File: config.mk
export PLATFORM = sky130hd
export DESIGN_NAME = integer_to_radix_digits_flat
export DESIGN_NICKNAME = d
export VERILOG_FILES = /design/src/hdl/itrd_pkg.sv /design/src/hdl/itrd_channels.sv /design/src/hdl/itrd_ctrl.sv /design/src/hdl/itrd_dp.sv /design/src/hdl/integer_to_radix_digits.sv /design/src/flat_wrapper.sv
export SDC_FILE = /design/constraint.sdc
export NUM_CORES = 1
export LEC_CHECK = 0
export BUFFER_PORTS_ARGS = -buffer_cell sky130_fd_sc_hd__buf_2
export CORE_MARGIN = 3
export CORE_UTILIZATION = 29
export CTS_CLUSTER_SIZE = 14
export DETAILED_ROUTE_END_ITERATION = 6
export PLACE_DENSITY = 0.43
export SLEW_MARGIN = 20
export SYNTH_ARGS = -nofsm -noshare
export SYNTH_HDL_FRONTEND = slang
export SYNTH_SLANG_ARGS = --single-unit
File: constraint.sdc
create_clock -name clock -period 6 [get_ports clock]
set_input_delay 0.6 -clock clock [delete_from_list [all_inputs] [get_ports clock]]
set_output_delay 0.6 -clock clock [all_outputs]
set_load 0.02 [all_outputs]
File: src/hdl/itrd_pkg.sv
`default_nettype none

package itrd_pkg;

   // default sizing
   localparam int DIGIT_SLOTS_DEF = 32;
   localparam int VALUE_BITS_DEF  = 31;

   // field widths
   localparam int RADIX_W = 6;
   localparam int DIGIT_W = 6;
   localparam int CHAR_W  = 7;

   // radix limits and reset value
   localparam logic [RADIX_W-1:0] RADIX_MIN   = RADIX_W'(2);
   localparam logic [RADIX_W-1:0] RADIX_MAX   = RADIX_W'(36);
   localparam logic [RADIX_W-1:0] RADIX_RESET = RADIX_W'(10);

   // character mapping
   localparam logic [CHAR_W-1:0]  ASCII_ZERO = CHAR_W'(8'h30);
   localparam logic [CHAR_W-1:0]  ASCII_A    = CHAR_W'(8'h41);
   localparam logic [DIGIT_W-1:0] DEC_DIGITS = DIGIT_W'(10);

   // controller to datapath commands
   typedef struct packed {
      logic load;        // take the input value, restart digit count
      logic div_step;    // one restoring division bit
      logic div_last;    // final bit of a digit: store remainder
      logic rd_en;       // read the digit store at the emit index
      logic next_digit;  // current digit taken, step the emit index
   } cmd_type;

   // datapath to controller status
   typedef struct packed {
      logic q_next_zero; // quotient after this step is zero
      logic idx_zero;    // emit index points at the least significant digit
   } status_type;

   function automatic logic [RADIX_W-1:0] clamp_radix(input logic [RADIX_W-1:0] r);
      logic [RADIX_W-1:0] c;
      c = r;
      if (r < RADIX_MIN) c = RADIX_MIN;
      if (r > RADIX_MAX) c = RADIX_MAX;
      return c;
   endfunction

   function automatic logic [CHAR_W-1:0] digit_to_ascii(input logic [DIGIT_W-1:0] d);
      logic [CHAR_W-1:0] c;
      if (d < DEC_DIGITS) c = ASCII_ZERO + CHAR_W'(d);
      else                c = ASCII_A + CHAR_W'(d - DEC_DIGITS);
      return c;
   endfunction

endpackage

`default_nettype wire

File: src/hdl/itrd_channels.sv
`default_nettype none

// input channel: one integer per transaction
interface itrd_req_if #(
   parameter int VALUE_BITS = itrd_pkg::VALUE_BITS_DEF
);
   logic                  valid;
   logic                  ready;
   logic [VALUE_BITS-1:0] value;

   modport source (output valid, output value, input ready);
   modport sink   (input valid, input value, output ready);
endinterface

// result channel: one character per transaction
interface itrd_rsp_if;
   logic                        valid;
   logic                        ready;
   logic [itrd_pkg::CHAR_W-1:0] digit_char;
   logic                        last;

   modport source (output valid, output digit_char, output last, input ready);
   modport sink   (input valid, input digit_char, input last, output ready);
endinterface

`default_nettype wire

File: src/hdl/itrd_ctrl.sv
`default_nettype none

module itrd_ctrl #(
   parameter int VALUE_BITS = itrd_pkg::VALUE_BITS_DEF
) (
   input  wire logic                 clock,
   input  wire logic                 reset,
   input  wire logic                 req_valid,
   output logic                      req_ready,
   input  wire logic                 rsp_ready,
   output logic                      rsp_valid,
   output itrd_pkg::cmd_type         cmd,
   input  wire itrd_pkg::status_type stat
);

   localparam int BW = (VALUE_BITS > 1) ? $clog2(VALUE_BITS) : 1;

   localparam logic [1:0] ST_IDLE = 2'd0;
   localparam logic [1:0] ST_DIV  = 2'd1;
   localparam logic [1:0] ST_READ = 2'd2;
   localparam logic [1:0] ST_SHOW = 2'd3;

   logic [1:0]    state_ff, state_in;
   logic [BW-1:0] bit_cnt_ff, bit_cnt_in;
   logic          last_bit;

   assign last_bit = (bit_cnt_ff == '0);

   // handshakes
   assign req_ready = (state_ff == ST_IDLE);
   assign rsp_valid = (state_ff == ST_SHOW);

   // commands
   always_comb begin
      cmd            = '0;
      cmd.load       = (state_ff == ST_IDLE) && req_valid;
      cmd.div_step   = (state_ff == ST_DIV);
      cmd.div_last   = (state_ff == ST_DIV) && last_bit;
      cmd.rd_en      = (state_ff == ST_READ);
      cmd.next_digit = (state_ff == ST_SHOW) && rsp_ready;
   end

   // next state and bit counter
   always_comb begin
      state_in   = state_ff;
      bit_cnt_in = bit_cnt_ff;
      unique case (state_ff)
         ST_IDLE: begin
            if (req_valid) begin
               state_in   = ST_DIV;
               bit_cnt_in = BW'(VALUE_BITS - 1);
            end
         end
         ST_DIV: begin
            if (last_bit) begin
               bit_cnt_in = BW'(VALUE_BITS - 1);
               if (stat.q_next_zero) state_in = ST_READ;
            end else begin
               bit_cnt_in = bit_cnt_ff - 1'b1;
            end
         end
         ST_READ: begin
            state_in = ST_SHOW;
         end
         ST_SHOW: begin
            if (rsp_ready) state_in = stat.idx_zero ? ST_IDLE : ST_READ;
         end
         default: begin
            state_in = ST_IDLE;
         end
      endcase
   end

   always_ff @(posedge clock) begin
      if (reset) begin
         state_ff   <= ST_IDLE;
         bit_cnt_ff <= '0;
      end else begin
         state_ff   <= state_in;
         bit_cnt_ff <= bit_cnt_in;
      end
   end

endmodule

`default_nettype wire

File: src/hdl/itrd_dp.sv
`default_nettype none

module itrd_dp #(
   parameter int DIGIT_SLOTS = itrd_pkg::DIGIT_SLOTS_DEF,
   parameter int VALUE_BITS  = itrd_pkg::VALUE_BITS_DEF
) (
   input  wire logic                          clock,
   input  wire logic                          reset,
   input  wire logic                          csr_wr_en,
   input  wire logic [itrd_pkg::RADIX_W-1:0]  csr_wr_data,
   input  wire logic [VALUE_BITS-1:0]         req_value,
   input  wire itrd_pkg::cmd_type             cmd,
   output itrd_pkg::status_type               stat,
   output logic [itrd_pkg::CHAR_W-1:0]        rsp_digit_char,
   output logic                               rsp_last
);

   localparam int AW    = $clog2(DIGIT_SLOTS);
   localparam int CNT_W = $clog2(DIGIT_SLOTS + 1);
   localparam int RW    = itrd_pkg::RADIX_W;
   localparam int DW    = itrd_pkg::DIGIT_W;

   logic [RW-1:0]         radix_ff;
   logic [VALUE_BITS-1:0] q_ff, q_in;
   logic [DW-1:0]         rem_ff, rem_in;
   logic [CNT_W-1:0]      n_ff;
   logic [AW-1:0]         idx_ff;
   logic [DW-1:0]         rd_data_ff;
   logic [DW:0]           trial;
   logic                  ge;
   logic                  store_en;

   logic [DW-1:0] digit_mem [DIGIT_SLOTS];

   // radix register, kept clamped
   always_ff @(posedge clock) begin
      if (reset) begin
         radix_ff <= itrd_pkg::RADIX_RESET;
      end else if (csr_wr_en) begin
         radix_ff <= itrd_pkg::clamp_radix(csr_wr_data);
      end
   end

   // restoring division, one quotient bit per cycle
   assign trial  = {rem_ff, q_ff[VALUE_BITS-1]};
   assign ge     = (trial >= {1'b0, radix_ff});
   assign rem_in = ge ? DW'(trial - {1'b0, radix_ff}) : DW'(trial);
   assign q_in   = {q_ff[VALUE_BITS-2:0], ge};

   always_ff @(posedge clock) begin
      if (reset) begin
         q_ff   <= '0;
         rem_ff <= '0;
      end else if (cmd.load) begin
         q_ff   <= req_value;
         rem_ff <= '0;
      end else if (cmd.div_step) begin
         q_ff   <= q_in;
         rem_ff <= cmd.div_last ? '0 : rem_in;
      end
   end

   // digit count and emit index; digits beyond the slots are dropped
   assign store_en = cmd.div_last && (n_ff < CNT_W'(DIGIT_SLOTS));

   always_ff @(posedge clock) begin
      if (reset) begin
         n_ff   <= '0;
         idx_ff <= '0;
      end else if (cmd.load) begin
         n_ff <= '0;
      end else if (store_en) begin
         n_ff   <= n_ff + 1'b1;
         idx_ff <= n_ff[AW-1:0];
      end else if (cmd.next_digit) begin
         idx_ff <= idx_ff - 1'b1;
      end
   end

   // digit store, least significant first
   always_ff @(posedge clock) begin
      if (store_en) digit_mem[n_ff[AW-1:0]] <= rem_in;
   end

   always_ff @(posedge clock) begin
      if (cmd.rd_en) rd_data_ff <= digit_mem[idx_ff];
   end

   // status and result payload
   assign stat.q_next_zero = (q_in == '0);
   assign stat.idx_zero    = (idx_ff == '0);
   assign rsp_digit_char   = itrd_pkg::digit_to_ascii(rd_data_ff);
   assign rsp_last         = (idx_ff == '0);

endmodule

`default_nettype wire

File: src/hdl/integer_to_radix_digits.sv
// Converts one unsigned integer per req transaction into ASCII digits in the
// radix held in the csr register (written clamped to 2..36, reset 10), and
// returns one rsp transaction per digit, most significant first: '0'-'9' then
// 'A'-'Z', with last set on the final digit; zero gives a single '0'. One
// integer is in flight at a time: req_ch.ready is high only while idle. A
// restoring divider produces one quotient bit per cycle until every digit is
// divided; the digits are then emitted, each by a digit store read and then
// an output step that holds until rsp_ch.ready is high. Write the radix only
// while idle.
`default_nettype none

module integer_to_radix_digits #(
   parameter int DIGIT_SLOTS = itrd_pkg::DIGIT_SLOTS_DEF,
   parameter int VALUE_BITS  = itrd_pkg::VALUE_BITS_DEF
) (
   input  wire logic                         clock,
   input  wire logic                         reset,
   input  wire logic                         csr_wr_en,
   input  wire logic [itrd_pkg::RADIX_W-1:0] csr_wr_data,
   itrd_req_if.sink                          req_ch,
   itrd_rsp_if.source                        rsp_ch
);

   itrd_pkg::cmd_type    cmd;
   itrd_pkg::status_type stat;

   // sequencing
   itrd_ctrl #(
      .VALUE_BITS (VALUE_BITS)
   ) u_ctrl (
      .clock     (clock),
      .reset     (reset),
      .req_valid (req_ch.valid),
      .req_ready (req_ch.ready),
      .rsp_ready (rsp_ch.ready),
      .rsp_valid (rsp_ch.valid),
      .cmd       (cmd),
      .stat      (stat)
   );

   // divider, digit store and result payload
   itrd_dp #(
      .DIGIT_SLOTS (DIGIT_SLOTS),
      .VALUE_BITS  (VALUE_BITS)
   ) u_dp (
      .clock          (clock),
      .reset          (reset),
      .csr_wr_en      (csr_wr_en),
      .csr_wr_data    (csr_wr_data),
      .req_value      (VALUE_BITS'(req_ch.value)),
      .cmd            (cmd),
      .stat           (stat),
      .rsp_digit_char (rsp_ch.digit_char),
      .rsp_last       (rsp_ch.last)
   );

endmodule

`default_nettype wire

File: src/flat_wrapper.sv
// flat-port wrapper written by rule: the top's interface ports become plain ports
module integer_to_radix_digits_flat 
#(
   parameter int DIGIT_SLOTS = itrd_pkg::DIGIT_SLOTS_DEF,
   parameter int VALUE_BITS  = itrd_pkg::VALUE_BITS_DEF
)
  (clock, reset, csr_wr_en, csr_wr_data, req_ch_valid, req_ch_value, req_ch_ready, rsp_ch_valid, rsp_ch_digit_char, rsp_ch_last, rsp_ch_ready);
  itrd_req_if #(.VALUE_BITS(VALUE_BITS)) req_ch_i ();
  itrd_rsp_if rsp_ch_i ();
  input  wire logic clock;
  input  wire logic reset;
  input  wire logic csr_wr_en;
  input  wire logic [itrd_pkg::RADIX_W-1:0] csr_wr_data;
  input wire logic [$bits(req_ch_i.valid)-1:0] req_ch_valid;
  input wire logic [$bits(req_ch_i.value)-1:0] req_ch_value;
  output wire logic [$bits(req_ch_i.ready)-1:0] req_ch_ready;
  output wire logic [$bits(rsp_ch_i.valid)-1:0] rsp_ch_valid;
  output wire logic [$bits(rsp_ch_i.digit_char)-1:0] rsp_ch_digit_char;
  output wire logic [$bits(rsp_ch_i.last)-1:0] rsp_ch_last;
  input wire logic [$bits(rsp_ch_i.ready)-1:0] rsp_ch_ready;
  assign req_ch_i.valid = req_ch_valid;
  assign req_ch_i.value = req_ch_value;
  assign req_ch_ready = req_ch_i.ready;
  assign rsp_ch_valid = rsp_ch_i.valid;
  assign rsp_ch_digit_char = rsp_ch_i.digit_char;
  assign rsp_ch_last = rsp_ch_i.last;
  assign rsp_ch_i.ready = rsp_ch_ready;
  integer_to_radix_digits #(.DIGIT_SLOTS(DIGIT_SLOTS), .VALUE_BITS(VALUE_BITS)) u_core (.clock(clock), .reset(reset), .csr_wr_en(csr_wr_en), .csr_wr_data(csr_wr_data), .req_ch(req_ch_i), .rsp_ch(rsp_ch_i));
endmodule
==> impl_table.tex, run 1 <==
\begin{tabular}{lr}
\hline
Metric & Value \\
\hline
\multicolumn{2}{l}{\textbf{CTS}} \\
\quad Setup repair bufs after CTS & 0 \\
\quad Sinks on the clock net & 259 \\
\quad Clock buffer depth & 3 \\
\quad CTS root buf & sky130\_fd\_sc\_hd\_\_clkbuf\_16 \\
\quad Total clock buffers created by CTS & 29 \\
\quad Clk Latency, worst-skew pair & 0.54 ns \\
\quad Cells resized by post-CTS repair & 0 \\
\quad Hold buffer count at CTS & 0 \\
\quad H-tree depth reported by CTS & 1 \\
\quad Clock tree from TritonCTS & yes \\
\quad Post-CTS clock slew at the launch and capture registers of the worst setup and hold paths & 0.06 ns \\
\multicolumn{2}{l}{\textbf{Timing}} \\
\quad Layout Skew & 0.01692 ns \\
\quad Highest clock frequency the design can meet & 342.5 MHz \\
\quad Final critical-path required period & 2.920 ns \\
\quad Max-slew violations & 0 \\
\quad Period utilisation layout & 48.66\% \\
\quad Accumulated negative setup slack & 0 ns \\
\quad Worst slew margin & 39.70\% \\
\quad Unrepaired setup endpoints after global routing & false \\
\quad Final count of hold timing violations & 0 \\
\quad Final setup violation count & 0 \\
\quad Transition time at the pin with the least slew margin & 0.9011 ns \\
\multicolumn{2}{l}{\textbf{Place}} \\
\quad Half-perimeter wire length of the detailed placement result & 17060 um \\
\quad Number of buffer cells added on primary ports & 51 \\
\quad Routability Congestion & 0.7453 \\
\quad Area after DPL & 11690 um\^{}2 \\
\multicolumn{2}{l}{\textbf{Power and ir drop}} \\
\quad Standby leakage power & 4.089 nW \\
\quad Maximum ir drop on the vdd rail & 217.5 uV \\
\quad Total power density per cell area & 323.5 nW/um\^{}2 \\
\multicolumn{2}{l}{\textbf{Cells and area}} \\
\quad Layout cell share with drive strength beyond 1 & 17.30\% \\
\quad Total number of nets in the final design & 911 \\
\quad Number of diodes & 0 \\
\quad Number of fill cells in the layout & 3719 \\
\quad Area added between synthesis and finish & 14.93\% \\
\quad Cell area after layout & 12590 um\^{}2 \\
\quad Commonest non-fill, non-tap cells in the layout & sky130\_fd\_sc\_hd\_\_edfxtp\_1 (198), sky130\_fd\_sc\_hd\_\_nand2\_1 (71), sky130\_fd\_sc\_hd\_\_nor2\_1 (63), sky130\_fd\_sc\_hd\_\_dfxtp\_1 (59), sky130\_fd\_sc\_hd\_\_a21oi\_1 (57) \\
\quad Most common library cell in the layout ignoring fill and taps & sky130\_fd\_sc\_hd\_\_edfxtp\_1 \\
\multicolumn{2}{l}{\textbf{Global routing}} \\
\quad Pin count of the biggest net entering global routing & 53 \\
\quad Wire length of the first global-routing pass & 41140 um \\
\quad Remaining Overflow, GRT & 0 \\
\quad GRT Util Overall & 13.02\% \\
\quad Number of global-route vias before repair & 6893 \\
\quad Initial antenna violation count & 1 \\
\multicolumn{2}{l}{\textbf{Setup path}} \\
\quad Data arrival time of the critical path & 3.10 ns \\
\quad Kind of cell adding the most delay to the critical path & simple AND/OR/NAND/NOR gates \\
\quad Start-to-end type of the worst setup path & reg2reg \\
\quad Crit Path Max Fanout & 11 \\
\quad Data required time of the worst path & 6.18 ns \\
\quad Peak per-stage delay on the critical path & 0.57 ns \\
\quad WP buf/inv & 1 \\
\quad Type of element launching the critical path & flip-flop \\
\quad Worst setup EP type & flip-flop \\
\quad Ordered cell list for the critical path & inv\_1, ha\_1, or4b\_4, nor3\_4, nand2\_1, nor2\_1 \\
\quad Critical-path cell with the highest stage delay & sky130\_fd\_sc\_hd\_\_or4b\_4 \\
\multicolumn{2}{l}{\textbf{Route}} \\
\quad Pre-antenna DRT Iters & 5 \\
\quad Average wire length per cell after detail routing & 19.27 um \\
\quad Wirelength, routed & 26540 um \\
\quad Number of vias in the routed layout & 6516 \\
\quad Per-cell via count in the routed design & 4.732 \\
\quad Final routed DRC violation total & 0 \\
\quad DRC violation total after the first TritonRoute iteration & 366 \\
\quad Antenna Violating Nets Remaining & 0 \\
\multicolumn{2}{l}{\textbf{Run}} \\
\quad Maxcap violations & 0 \\
\multicolumn{2}{l}{\textbf{Synthesis}} \\
\quad Post-synth EDFFs & 198 \\
\quad Synthesized area per cell & 13.54 um\^{}2 \\
\quad Number of warning messages in the yosys log & 0 \\
\quad Mapped Area & 10960 um\^{}2 \\
\quad \#FFs+latches synth & 259 \\
\quad Synth Flop Type & sky130\_fd\_sc\_hd\_\_edfxtp\_1 \\
\quad Synth Instances & 809 \\
\quad Number of different library cells in the post-synthesis netlist & 62 \\
\quad FFs w/ async S/R, synth & 0\% \\
\quad Proportion of synthesized chip area in sequential cells & 65.41\% \\
\quad Syn nets & 867 \\
\multicolumn{2}{l}{\textbf{Floorplanning}} \\
\quad Floorplan die area & 40150 um\^{}2 \\
\quad Width of the chip & 200.4 um \\
\quad Initial core utilization & 29.64\% \\
\quad Top-Level Pins & 52 \\
\quad Die Y & 200.4 um \\
\quad Number of rows created at floorplan & 70 \\
\quad Core region area & 36960 um\^{}2 \\
\multicolumn{2}{l}{\textbf{Worst hold path}} \\
\quad Worst min-delay path category & in2reg \\
\multicolumn{2}{l}{\textbf{Status}} \\
\quad Outcome & completed \\
\hline
\end{tabular}
per-stage QoR:
stage / hold WS (ns) / power [mW] / util (%) / setup slack, ns / std cells
after floorplan: 0.4401 / 2.278 / - / 3.416 / 809
after global placement: 0.4571 / 2.427 / 31.62 / 3.079 / 1326
after detailed placement: 0.4605 / 2.422 / 31.62 / 3.019 / 1326
after CTS: 0.2976 / 4.132 / 34.07 / 3.019 / 1377
after global routing: 0.3245 / 4.241 / 34.07 / 2.874 / 1377
final: 0.3095 / 4.073 / 34.07 / 3.080 / 1377
flip-flops by register name, summed over array words and instances, names as in the netlist, 5 cells and up:
signal	count
u_core.u_ctrl.bit_cnt_ff	5
u_core.u_dp.radix_ff	6
u_core.u_dp.rd_data_ff	6
u_core.u_dp.rem_ff	6
u_core.u_dp.digit_mem	192
u_core.u_dp.n_ff	6
u_core.u_dp.q_ff	31
u_core.u_dp.idx_ff	5
power by group:
group | internal [mW] | leakage [nW] | switching, mW
registers | 2.03 | 2.32 | 0.0248
logic | 0.0885 | 1.32 | 0.229
clock network | 1.01 | 0.448 | 0.693
total | 3.13 | 4.09 | 0.947
cell usage after synthesis, types with 3 or more instances:
library cell | n | area share [%]
sky130_fd_sc_hd__a211oi_1 | 4 | 0.27
sky130_fd_sc_hd__a21oi_1 | 57 | 2.6
sky130_fd_sc_hd__a221oi_1 | 8 | 0.64
sky130_fd_sc_hd__a22o_1 | 7 | 0.56
sky130_fd_sc_hd__a22oi_1 | 43 | 2.9
sky130_fd_sc_hd__a31oi_1 | 3 | 0.17
sky130_fd_sc_hd__and2_1 | 8 | 0.46
sky130_fd_sc_hd__buf_1 | 4 | 0.14
sky130_fd_sc_hd__buf_2 | 11 | 0.50
sky130_fd_sc_hd__buf_4 | 3 | 0.21
sky130_fd_sc_hd__buf_6 | 4 | 0.41
sky130_fd_sc_hd__clkbuf_1 | 23 | 0.79
sky130_fd_sc_hd__dfxtp_1 | 61 | 11
sky130_fd_sc_hd__edfxtp_1 | 198 | 54
sky130_fd_sc_hd__ha_1 | 15 | 1.7
sky130_fd_sc_hd__inv_1 | 23 | 0.79
sky130_fd_sc_hd__mux2_2 | 3 | 0.31
sky130_fd_sc_hd__mux2i_1 | 51 | 4.7
sky130_fd_sc_hd__mux4_2 | 24 | 4.9
sky130_fd_sc_hd__nand2_1 | 71 | 2.4
sky130_fd_sc_hd__nand2b_1 | 4 | 0.23
sky130_fd_sc_hd__nand3_1 | 22 | 1.0
sky130_fd_sc_hd__nand3b_1 | 4 | 0.27
sky130_fd_sc_hd__nand4_1 | 5 | 0.29
sky130_fd_sc_hd__nor2_1 | 66 | 2.3
sky130_fd_sc_hd__nor2b_1 | 4 | 0.23
sky130_fd_sc_hd__nor3_1 | 12 | 0.55
sky130_fd_sc_hd__nor4_1 | 8 | 0.46
sky130_fd_sc_hd__o21ai_0 | 9 | 0.41
sky130_fd_sc_hd__or2_2 | 3 | 0.17
sky130_fd_sc_hd__xnor2_1 | 10 | 0.80
sky130_fd_sc_hd__xor2_1 | 4 | 0.32
layout make-up:
class,instances,area [um^2],share of cell area [%]
clock inverters,18,165.2,1.312
inverters,23,86.33,0.6856
well taps,504,630.6,5.008
flip-flops and latches,259,7172,56.96
multi-input cells,481,3482,27.65
repair buffers,59,315.3,2.504
clock buffers,33,740.7,5.882
path summary, 6_finish.rpt:
path,startpoint,to,slack (ns),depth (start not counted)
worst min register to register,u_core.u_dp.q_ff[21]$_SDFFE_PP0P_,u_core.u_dp.q_ff[21]$_SDFFE_PP0P_,0.47,2
worst max-delay path,u_core.u_ctrl.bit_cnt_ff[0]$_SDFFE_PP0P_,u_core.u_dp.digit_mem[10][2]$_DFFE_PP_,3.08,6
worst min-delay path,req_ch_value[30],u_core.u_dp.q_ff[30]$_SDFFE_PP0P_,0.31,3
worst max register to register,u_core.u_ctrl.bit_cnt_ff[0]$_SDFFE_PP0P_,u_core.u_dp.digit_mem[10][2]$_DFFE_PP_,3.08,6
worst reg2reg max path: cells and delay by family (launching register included):
family,cells,cell delay (ns)
adders and majority gates,1,0.21
buffers and inverters,1,0.08
DFF,1,0.31
and+or+nand+nor,4,1.98
kinds of logic after synthesis:
| group | Yosys count | share of synthesized area, % |
|---|---|---|
| AND/OR/NAND/NOR | 223 | 9.638 |
| XOR/XNOR | 14 | 1.119 |
| buffers and inverters | 69 | 2.957 |
| multiplexers | 78 | 9.901 |
| adder cells (fa/ha/maj) | 16 | 1.896 |
| AO/OA/AOI/OAI | 150 | 9.079 |
| flip-flops | 259 | 65.41 |
per-layer routing:
metal  routed length, um  up-vias  share of wire, %  track usage [%]
li1                    -     3149                 -                -
met1               12010     3194                45            17.32
met2               12930      123                49            22.36
met3                 928       48               3.5            2.032
met4                 658        2               2.5            3.312
met5                  13        -             0.049                0
(Power assumes the default switching activity.)
==> run 2: changes to the inputs <==
Settings changed: ABC_AREA set to 1, PLACE_DENSITY 0.43 to 0.44.
Clock period 6 ns to 2.4 ns, I/O delays scaled along.
==> run 2 against run 1 <==
Design area grew 11%. Non-clock buffer count grew 89. Worst setup slack got worse by 3.0 ns. Clock power increased to 2.6 times the previous value. Utilization increased by 1.9 points. Critical endpoint is now rsp_ch_digit_char[1]. Largest cell class unchanged. Via count increased by 29%. Combinational power increased to 14 times the previous value. Routed wire length increased by 12%. Sequential power rose to 2.7 times the previous value. Largest power group unchanged.
==> impl_table.tex, run 2 <==
\begin{tabular}{lr}
\hline
Metric & Value \\
\hline
\multicolumn{2}{l}{\textbf{Synthesis}} \\
\quad Cell types with the highest counts after synthesis & sky130\_fd\_sc\_hd\_\_nand2\_1 (376), sky130\_fd\_sc\_hd\_\_edfxtp\_1 (198), sky130\_fd\_sc\_hd\_\_nor2\_1 (130), sky130\_fd\_sc\_hd\_\_a21oi\_1 (71), sky130\_fd\_sc\_hd\_\_nand3\_1 (70) \\
\quad \#FFs+latches synth & 259 \\
\quad Biggest area contributors in the synthesized netlist & sky130\_fd\_sc\_hd\_\_edfxtp\_1 (52\%), sky130\_fd\_sc\_hd\_\_nand2\_1 (12\%), sky130\_fd\_sc\_hd\_\_dfxtp\_1 (11\%) \\
\quad FFs w/ async S/R, synth & 0\% \\
\quad Synthesized area per cell & 9.644 um\^{}2 \\
\quad Synth Instances & 1189 \\
\quad Top-area cell type share of the netlist area & 51.85\% \\
\quad Number of warning messages in the yosys log & 0 \\
\quad Number of different library cells in the post-synthesis netlist & 40 \\
\quad Most used standard cell by instance count after synthesis & sky130\_fd\_sc\_hd\_\_nand2\_1 \\
\quad Proportion of synthesized chip area in sequential cells & 62.50\% \\
\quad Synth Flop Type & sky130\_fd\_sc\_hd\_\_edfxtp\_1 \\
\quad Syn nets & 1247 \\
\quad Post-synth EDFFs & 198 \\
\quad Mapped Area & 11470 um\^{}2 \\
\quad Library cell with the largest summed area after synthesis & sky130\_fd\_sc\_hd\_\_edfxtp\_1 \\
\multicolumn{2}{l}{\textbf{Setup path}} \\
\quad Worst reg2reg setup slack & 0.28 ns \\
\quad Data arrival time of the critical path & 2.04 ns \\
\quad Start-to-end type of the worst setup path & reg2out \\
\quad Crit Path Max Fanout & 6 \\
\quad Data required time of the worst path & 2.16 ns \\
\quad Type of element launching the critical path & flip-flop \\
\quad Worst setup EP type & primary output \\
\quad Count of cells along the worst register-to-register path & 9 \\
\quad FF-to-FF End & u\_core.u\_dp.digit\_mem[12][4]\$\_DFFE\_PP\_ \\
\quad Source of the critical timing path & u\_core.u\_dp.rd\_data\_ff[4]\$\_DFFE\_PP\_ \\
\quad Reg2Reg Launch Point & u\_core.u\_dp.radix\_ff[2]\$\_SDFFE\_PP0P\_ \\
\quad Worst setup path endpoint & rsp\_ch\_digit\_char[1] \\
\multicolumn{2}{l}{\textbf{CTS}} \\
\quad CTS root buf & sky130\_fd\_sc\_hd\_\_clkbuf\_16 \\
\quad Clock tree from TritonCTS & yes \\
\quad Sinks on the clock net & 259 \\
\quad Total clock buffers created by CTS & 30 \\
\quad H-tree depth reported by CTS & 1 \\
\quad Post-CTS clock slew at the launch and capture registers of the worst setup and hold paths & 0.06 ns \\
\quad Clk Latency, worst-skew pair & 0.55 ns \\
\quad Clock buffer depth & 3 \\
\multicolumn{2}{l}{\textbf{Floorplanning}} \\
\quad Number of rows created at floorplan & 72 \\
\quad Width of the chip & 204.9 um \\
\quad Floorplan die area & 41960 um\^{}2 \\
\quad Top-Level Pins & 52 \\
\quad Core region area & 38830 um\^{}2 \\
\quad Die Y & 204.9 um \\
\quad Initial core utilization & 29.53\% \\
\multicolumn{2}{l}{\textbf{Cells and area}} \\
\quad Final Non-Filler Cells & 1853 \\
\quad Number of diodes & 0 \\
\quad Number of fill cells in the layout & 3923 \\
\quad Area added between synthesis and finish & 21.77\% \\
\quad Layout cell share with drive strength beyond 1 & 14.01\% \\
\quad Commonest non-fill, non-tap cells in the layout & sky130\_fd\_sc\_hd\_\_nand2\_1 (376), sky130\_fd\_sc\_hd\_\_edfxtp\_1 (198), sky130\_fd\_sc\_hd\_\_nor2\_1 (128), sky130\_fd\_sc\_hd\_\_a21oi\_1 (71), sky130\_fd\_sc\_hd\_\_nand3\_1 (69) \\
\quad Number of flip-flops under the largest register name & 192 \\
\quad Total number of nets in the final design & 1369 \\
\quad Cell area after layout & 13960 um\^{}2 \\
\quad Most common library cell in the layout ignoring fill and taps & sky130\_fd\_sc\_hd\_\_nand2\_1 \\
\multicolumn{2}{l}{\textbf{Global routing}} \\
\quad Initial antenna violation count & 0 \\
\quad Pin count of the biggest net entering global routing & 52 \\
\quad Remaining Overflow, GRT & 0 \\
\quad Wire length of the first global-routing pass & 47670 um \\
\quad Number of global-route vias before repair & 8500 \\
\quad GRT Util Overall & 14.25\% \\
\multicolumn{2}{l}{\textbf{Timing}} \\
\quad Transition time at the pin with the least slew margin & 0.8560 ns \\
\quad Final count of hold timing violations & 0 \\
\quad Highest clock frequency the design can meet & 438.5 MHz \\
\quad Period utilisation layout & 95.02\% \\
\quad Final setup violation count & 0 \\
\quad Max-slew violations & 0 \\
\quad Layout Skew & 0.01397 ns \\
\quad Final critical-path required period & 2.280 ns \\
\quad Worst slew margin & 42.80\% \\
\multicolumn{2}{l}{\textbf{Power and ir drop}} \\
\quad NetSw & 5.010 mW \\
\quad Total power density per cell area & 1026 nW/um\^{}2 \\
\quad Maximum ir drop on the vdd rail & 700.1 uV \\
\quad Switching part of the total power & 34.97\% \\
\quad Relative contribution of combinational cells to total power & 30.8\% \\
\quad Standby leakage power & 5.402 nW \\
\quad Reg power frac & 38.8\% \\
\quad Proportion of power drawn by the clock network & 30.4\% \\
\quad P\_int & 9.317 mW \\
\multicolumn{2}{l}{\textbf{Worst hold path}} \\
\quad Hold-critical path depth & 4 \\
\quad Worst min-delay path category & in2reg \\
\multicolumn{2}{l}{\textbf{Route}} \\
\quad Wirelength, routed & 29770 um \\
\quad Antenna Violating Nets Remaining & 0 \\
\quad DRC violation total after the first TritonRoute iteration & 429 \\
\quad Per-cell via count in the routed design & 4.538 \\
\quad Final routed DRC violation total & 0 \\
\quad Pre-antenna DRT Iters & 5 \\
\quad Number of vias in the routed layout & 8408 \\
\quad Average wire length per cell after detail routing & 16.07 um \\
\multicolumn{2}{l}{\textbf{Place}} \\
\quad Area after DPL & 12630 um\^{}2 \\
\quad Half-perimeter wire length of the detailed placement result & 18920 um \\
\quad Number of buffer cells added on primary ports & 51 \\
\quad Cell total after placement & 1761 \\
\quad Routability Congestion & 0.7769 \\
\multicolumn{2}{l}{\textbf{Status}} \\
\quad Outcome & completed \\
\multicolumn{2}{l}{\textbf{Run}} \\
\quad Maxcap violations & 0 \\
\hline
\end{tabular}
-- run 2: cell types whose count changed after synthesis, moves of 9 or more --
cell and delta:
sky130_fd_sc_hd__inv_1 +34, sky130_fd_sc_hd__nor2_1 +64, sky130_fd_sc_hd__mux4_2 -24, sky130_fd_sc_hd__nand3_1 +48
sky130_fd_sc_hd__o31ai_1 +24, sky130_fd_sc_hd__nor3_1 -9, sky130_fd_sc_hd__nand2_1 +305, sky130_fd_sc_hd__mux2i_1 -51
sky130_fd_sc_hd__a22oi_1 -43, sky130_fd_sc_hd__buf_2 +13, sky130_fd_sc_hd__a31oi_1 +29, sky130_fd_sc_hd__a21oi_1 +14
sky130_fd_sc_hd__o21ai_0 +30
-- run 2: layout make-up --
cell class,count,area [um^2],area share [%]
multi-input cells,809,3805,27.25
repair buffers,148,1161,8.315
clock buffers,36,794.5,5.690
clock inverters,20,148.9,1.066
flip-flops and latches,259,7169,51.34
well taps,518,648.1,4.642
inverters,63,236.5,1.694
-- run 2: logic make-up after synthesis --
| kind of cell | share of synthesized area [%] |
|---|---|
| buffers and inverters | 4.550 |
| and+or+nand+nor | 21.27 |
| AOI/OAI and AO/OA | 9.187 |
| xor gates and xnor gates | 0.6874 |
| adders and majority gates | 1.811 |
| DFF | 62.50 |
-- run 2: per-layer routing --
metal | track usage, % | share of wire (%) | vias up
met1 | 19.89 | 47 | 3956
met5 | 0 | 0 | -
met3 | 1.891 | 3.4 | 37
li1 | - | - | 4277
met4 | 3.271 | 2.1 | 0
met2 | 23.67 | 47 | 138
-- run 2: worst min path at each step --
stage,start,endpoint,slack (ns)
6_report,csr_wr_data[5],u_core.u_dp.radix_ff[4]$_SDFFE_PP0P_,0.03
5_1_grt,req_ch_value[14],u_core.u_dp.q_ff[14]$_SDFFE_PP0P_,0.05
4_1_cts,csr_wr_data[5],u_core.u_dp.radix_ff[4]$_SDFFE_PP0P_,0.005
3_5_place_dp,u_core.u_dp.radix_ff[4]$_SDFFE_PP0P_,u_core.u_dp.radix_ff[4]$_SDFFE_PP0P_,0.46
3_3_place_gp,u_core.u_ctrl.bit_cnt_ff[4]$_SDFFE_PP0P_,u_core.u_ctrl.bit_cnt_ff[4]$_SDFFE_PP0P_,0.46
2_1_floorplan,csr_wr_en,u_core.u_dp.radix_ff[2]$_SDFFE_PP0P_,0.35
-- run 2: power by group through the flow --
| stage | clock (mW) | sequential, mW | combinational, mW |
|---|---|---|---|
| after CTS | 4.48 | 5.56 | 4.48 |
| after global routing | 4.66 | 5.60 | 4.97 |
| final | 4.35 | 5.57 | 4.41 |
| after global placement | 0 | 5.65 | 4.41 |
| after floorplan | 0 | 5.60 | 2.87 |
| after detailed placement | 0 | 5.66 | 4.41 |
-- run 2: what timing repair did --
action	in CTS	in global routing
setup buffers	0	0
pin swaps	0	1
endpoints found under the hold margin	35	0
resized for setup	3	4
endpoints found under the setup margin	4	5
hold buffers	36	0
-- run 2: through the flow --
stage          setup TNS (ns)  worst slack, ns  hold WS, ns  power (mW)  utilization (%)
2_1_floorplan               0           0.3487       0.3475       8.464                -
3_3_place_gp                0           0.2775       0.4569       10.06            32.54
3_5_place_dp                0           0.2566       0.4570       10.06            32.54
4_1_cts                     0        0.0008724     0.005243       14.52            35.92
5_1_grt               -0.1248         -0.04460      0.05200       15.23            35.96
6_report                    0           0.1196      0.03196       14.33            35.96
-- run 2: worst max-delay path: stages, from the launching register on --
cell                       delay, ns
sky130_fd_sc_hd__edfxtp_1       0.39
sky130_fd_sc_hd__inv_1          0.12
sky130_fd_sc_hd__ha_1           0.17
sky130_fd_sc_hd__nand2_1        0.10
sky130_fd_sc_hd__o21ai_4        0.23
sky130_fd_sc_hd__inv_1          0.13
sky130_fd_sc_hd__o21ai_0        0.17
sky130_fd_sc_hd__buf_2          0.19
